### src/a2p_pkg.sv
`timescale 1ns / 1ps
// ----------------------------------------------------------------------------
// a2p_pkg
// Shared types and Q30 constants for the degree-11 atan2 pipeline.
// ----------------------------------------------------------------------------
package a2p_pkg;

  // Horner accumulator width, signed Q30
  localparam int ACC_W  = 32;
  // Folded angle width, signed Q30, holds +/- pi
  localparam int FOLD_W = 34;
  localparam int WORK_FRAC = 30;

  localparam logic signed [ACC_W-1:0] K_C11 = 32'sd14474544;
  localparam logic signed [ACC_W-1:0] K_C9  = 32'sd61715796;
  localparam logic signed [ACC_W-1:0] K_C7  = 32'sd130179461;
  localparam logic signed [ACC_W-1:0] K_C5  = 32'sd210062475;
  localparam logic signed [ACC_W-1:0] K_C3  = 32'sd357550226;
  localparam logic signed [ACC_W-1:0] K_C1  = 32'sd1073737132;
  localparam logic signed [FOLD_W-1:0] K_HALF_PI = 34'sd1686629713;
  localparam logic signed [FOLD_W-1:0] K_PI      = 34'sd3373259426;

  // Octant flags that ride along with each beat
  typedef struct packed {
    logic swap;   // |y| > |x|
    logic xneg;
    logic yneg;
    logic zero;   // both components zero
  } flags_t;

endpackage

### src/a2p_div_cell.sv
`timescale 1ns / 1ps
// ----------------------------------------------------------------------------
// a2p_div_cell
// One restoring-division step: produces one quotient bit of min/max.
// ----------------------------------------------------------------------------
module a2p_div_cell import a2p_pkg::*; #(
  parameter int IW    = 16,
  parameter int RB    = 16,
  parameter bit FIRST = 1'b0
) (
  input  logic          clk,
  input  logic          rst,
  input  logic          in_valid,
  output logic          in_ready,
  input  logic [IW:0]   in_rem,
  input  logic [IW-1:0] in_mx,
  input  logic [RB-1:0] in_q,
  input  flags_t        in_flags,
  output logic          out_valid,
  input  logic          out_ready,
  output logic [IW:0]   out_rem,
  output logic [IW-1:0] out_mx,
  output logic [RB-1:0] out_q,
  output flags_t        out_flags
);

  logic [IW:0] shifted;
  logic [IW:0] diff;
  logic        take;

  assign in_ready = !out_valid || out_ready;

  // Shift the partial remainder and trial-subtract the divisor
  always_comb begin
    shifted = FIRST ? in_rem : {in_rem[IW-1:0], 1'b0};
    take    = shifted >= {1'b0, in_mx};
    diff    = shifted - {1'b0, in_mx};
  end

  // Hold control
  always_ff @(posedge clk) begin
    if (rst) begin
      out_valid <= 1'b0;
    end else if (in_ready) begin
      out_valid <= in_valid;
    end
  end

  // Advance payload
  always_ff @(posedge clk) begin
    if (in_ready && in_valid) begin
      out_rem   <= take ? diff : shifted;
      out_mx    <= in_mx;
      out_q     <= {in_q[RB-2:0], take};
      out_flags <= in_flags;
    end
  end

endmodule

### config.mk
export PLATFORM = sky130hd
export DESIGN_NAME = a2p_div_cell
export DESIGN_NICKNAME = d
export VERILOG_FILES = /design/src/a2p_pkg.sv /design/src/a2p_div_cell.sv
export SDC_FILE = /design/constraint.sdc
export NUM_CORES = 1
export LEC_CHECK = 0
export ABC_AREA = 1
export BUFFER_PORTS_ARGS = -buffer_cell sky130_fd_sc_hd__buf_2
export CORE_ASPECT_RATIO = 2
export CORE_UTILIZATION = 54
export DETAILED_ROUTE_END_ITERATION = 8
export GPL_TIMING_DRIVEN = 1
export HOLD_SLACK_MARGIN = 0.03
export MAX_ROUTING_LAYER = met4
export PLACE_DENSITY = 0.95
export SKIP_LAST_GASP = 1
export SYNTH_ARGS = -nofsm -noshare
export SYNTH_HDL_FRONTEND = slang
export SYNTH_SLANG_ARGS = --single-unit
export TNS_END_PERCENT = 30
### constraint.sdc
create_clock -name clk -period 6 [get_ports clk]
set_input_delay 0.6 -clock clk [delete_from_list [all_inputs] [get_ports clk]]
set_output_delay 0.6 -clock clk [all_outputs]
set_load 0.05 [all_outputs]
# After elaboration in Yosys (flattened, before gate mapping)
# Index checks and enable logic that the tools add are counted.
[word_totals]
ff_bits = 54
out_inout_bits = 55
[classes]
n_addsub = 1
n_lt_le_gt_ge = 1
mux = 1
reduce_logical = 3
[op_table]
columns = ["cell", "count"]
rows = [
  ["$ge A17 B16 Y1", 1],
  ["$mux W17", 1],
  ["$sub A17 B16 Y17", 1],
  ["$logic_and A1 B1 Y1", 1],
  ["$logic_not A1 Y1", 1],
  ["$logic_or A1 B1 Y1", 1],
]

# Longest topological paths before layout
[depth]
depth_word = 3
mapped_depth = 14

# Worst setup path before layout
# OpenSTA, ideal clock, no wires.
[synth_path]
path_kind = "input to register"
start = "in in_valid"
end = "reg out_flags[0] (netlist name), enable pin"
setup_time_ns = 0.481
t_arrival_ns = 3.223
required_time_ns = 5.519
setup_slack_ns = 2.296
stages = 2
n_path_buf = 0
path_cell_list = "inv_1 a21oi_1"
[synth_via]
elab_chain_cells = 1
[synth_rtl]
columns = ["element", "line", "source"]
rows = [
  ["from (decl)", "a2p_div_cell.sv:13", "input logic in_valid,"],
  ["$logic_and A1 B1 Y1", "a2p_div_cell.sv:51", "if (in_ready && in_valid) begin"],
  ["to (signal assigned)", "a2p_div_cell.sv:55", "out_flags <= in_flags;"],
  ["to (decl)", "a2p_div_cell.sv:24", "output flags_t out_flags"],
]
# Every way passes these cells.
# A chain may end at the register's enable or synchronous reset.

# Worst setup path after layout
[layout_path]
start = "in in_mx[12]"
end = "reg out_rem[11], data pin"
[layout_via]
elab_chain_cells = 2
[layout_rtl]
columns = ["element", "line", "source"]
rows = [
  ["from (decl)", "a2p_div_cell.sv:16", "input logic [IW-1:0] in_mx,"],
  ["$ge A17 B16 Y1", "a2p_div_cell.sv:36", "take = shifted >= {1'b0, in_mx};"],
  ["$mux W17", "a2p_div_cell.sv:52", "out_rem <= take ? diff : shifted;"],
  ["to (signal assigned)", "a2p_div_cell.sv:52", ""],
  ["to (decl)", "a2p_div_cell.sv:21", "output logic [IW:0] out_rem,"],
]
# Every way passes these cells.

==> metrics.txt <==
# DRC=0; clock-pin slew on the worst setup and hold paths=90 ps; drt via density=5.10; Hold WC Path Type=input port to register; Crit. path cell count=13; CORE AREA=0.00547 sq mm; via count of the routed design=2660; RSZ-0062 raised after global routing=false; Syn Inst Count=348; Synth Cell Area=0.00308 sq mm; total CTS buffers=5; Switching Fraction=about a third; mean post-synth cell area=8.84 sq um; clock power share=24.1%; Rel. slew slack=57.3%; Fmax=around 430 MHz; initial antenna violation count=0; Critical Path Sink Type=register; Synth warnings=0; PD cells=roughly 260 mW/mm^2; Die X=55.4 microns; Slowest-stage cell, CP=nor2_4; final wirelength=6.98 mm; Slew Viols, Final=0; placed insts=514; largest net degree at the start of global routing=54; most frequent cells in the layout=nand2_1, buf_2, inv_1; CP top delay family=simple AND/OR/NAND/NOR gates; crit path kind=input port to register; critical-path cell list=buf_2, inv_1, ha_1, nand2_1, nand2_1, inv_1, nand2_1, nand2_1, nand2_1, nor2_4, nand2_4, nand3_1, nand2_1; initial core utilization=56.2%; WHS=439 ps; P_int=0.657 mW; maxcap violations=0; Worst-Skew Late Latency=310 ps; layout cells sized above 1=29.4%; Tmin final=2340 ps; sequential area share after synthesis=52.4%; most common cell after layout, fill and taps aside=nand2_1; sw power=0.340 mW; slowest stage delay, CP=430 ps; DRT Pass-1 Iters=4; Clock H-tree levels=2; TritonCTS clock tree=yes; Syn-to-layout area delta=23.4%; clk root buf=clkbuf_8; ANT cells=0; Max Clock Skew=6.84 ps; post_cts resized=0; Worst Max-Slew Pin Slew=around 640 ps; crit path to=out_rem[11]; worst vdd ir=approximately 0.00022 V; antenna-violating nets left=0; Ports=around 110; Non-Filler Instances=522; WL/cell=between 10 and 15 microns; Final Hold Viols=0; Initial DRC Count=65; DIE HEIGHT=109 microns; RD Place Congestion=0.907; Logic pwr share=30.0%; crit path launch type=input port; Global Route Usage Sum=24.4%; FF-to-FF End=out_q[4]; Nets=approximately 540; Final HPWL DP=roughly 5.6 mm; outcome=finished clean; Worst Path Required=between 6000 and 7000 ps; Yosys cell types=29; first-pass GRT wire length=11.1 mm; final-report setup violation count=0; I/O Buffers=about 110; CTS Sinks=54; Worst Reg-to-Reg Cells=2; Arrival @ worst endpoint=2420 ps; via count of the first global-routing pass=2559; Synth Register Bits=54; Critical R2R Launch=out_valid; maximum clock path buffer count=2; Post-CTS Hold Fix Bufs=0; WP buf/inv=3; number of setup buffers added after CTS=0; Tcrit/Tclk final=39.1%; Reg power frac=between 40% and 50%; Die ar.=between 0.006 and 0.007 sq mm; Post-Syn Nets=422; Fin Setup TNS=0 ps; num rows=38; crit-path max FO=18; r2r setup slk=between 4000 and 5000 ps; CP startpoint=in_mx[12]; grt ovf=0; P_leak=around 2 nW; Crit path top cell by count=nand2_1
## per-stage QoR
step                      total power [mW]  instance area, sq um  setup WS [ps]  util [%]
after global routing                  1.05                  3800           3510      69.4
final                                0.997                  3800           3660      69.4
after global placement               0.757                  3680           3370      67.3
after detailed placement             0.765                  3680           3320      67.3
after CTS                             1.00                  3800           3650      69.4
after floorplan                      0.693                  3080           2300         -
## cells in the mapped netlist
cell type / number / area, sq um
a21oi_1: 11 / 55.1
and2_1: 2 / 12.5
nor3_1: 2 / 10.0
nor3_4: 1 / 16.3
ha_1: 16 / 200
or2_1: 1 / 6.26
nand2_2: 2 / 12.5
nor4_2: 1 / 12.5
nand2_4: 1 / 11.3
buf_2: 2 / 10.0
nor2_4: 1 / 11.3
nor2_1: 10 / 37.5
dfxtp_1: 1 / 20.0
inv_1: 63 / 236
nand3b_1: 4 / 30.0
xnor2_1: 2 / 17.5
inv_2: 6 / 22.5
nand3_1: 30 / 150
nor2_2: 2 / 12.5
or2_2: 1 / 6.26
nand3_2: 2 / 20.0
nand2_1: 120 / 450
edfxtp_1: 53 / 1590
xor2_1: 5 / 43.8
nand4_1: 5 / 31.3
fa_1: 1 / 20.0
buf_8: 1 / 15.0
o21ai_0: 1 / 5.00
buf_4: 1 / 7.51
## final cells by class
| type | count | area, sq um |
|---|---|---|
| inverter | 69 | 259 |
| clock buffer | 5 | 68.8 |
| fill | 410 | 1670 |
| tap | 60 | 75.1 |
| sequential | 54 | 1610 |
| clock inverter | 3 | 45.0 |
| multi-input combinational | 221 | 1180 |
| timing repair buffer | 110 | 553 |
## state kept, by name, indices dropped and copies added, names as in the netlist
register,count
out_flags,4
out_mx,16
out_valid,1
out_q,16
out_rem,17
## logic make-up (layout without fill, tap and decap cells)
| family | Yosys count | count (layout) | share of synthesized area (%) |
|---|---|---|---|
| AND/OR/NAND/NOR | 185 | 185 | 27.0 |
| adder cells (fa/ha/maj) | 17 | 17 | 7.16 |
| XOR/XNOR | 7 | 7 | 1.99 |
| flip-flops | 54 | 54 | 52.4 |
| buffers and inverters | 73 | 187 | 9.48 |
| AO/OA/AOI/OAI | 12 | 12 | 1.95 |
## worst min path at each step
stage	endpoint	cells past startpoint	from
final	out_valid	2	rst
after global routing	out_valid	2	rst
after CTS	out_valid	2	rst
after detailed placement	out_valid	2	out_valid
after global placement	out_valid	2	out_valid
after floorplan	out_valid	1	rst
## metal layers
metal,up-vias,part of all wire [%],global-route usage (%)
li1,1331,-,-
met1,1213,34,22.8
met2,92,58,46.9
met3,24,3.6,2.61
met4,0,4.1,14.1
met5,-,0,-
## power groups by stage
stage | registers (mW) | logic [mW] | clock network, mW
after CTS | 0.459 | 0.299 | 0.245
final | 0.458 | 0.299 | 0.240
after detailed placement | 0.467 | 0.298 | 0
after global placement | 0.466 | 0.291 | 0
after floorplan | 0.571 | 0.122 | 0
after global routing | 0.461 | 0.324 | 0.261
No activity file was read; power rests on OpenSTA's default activity.
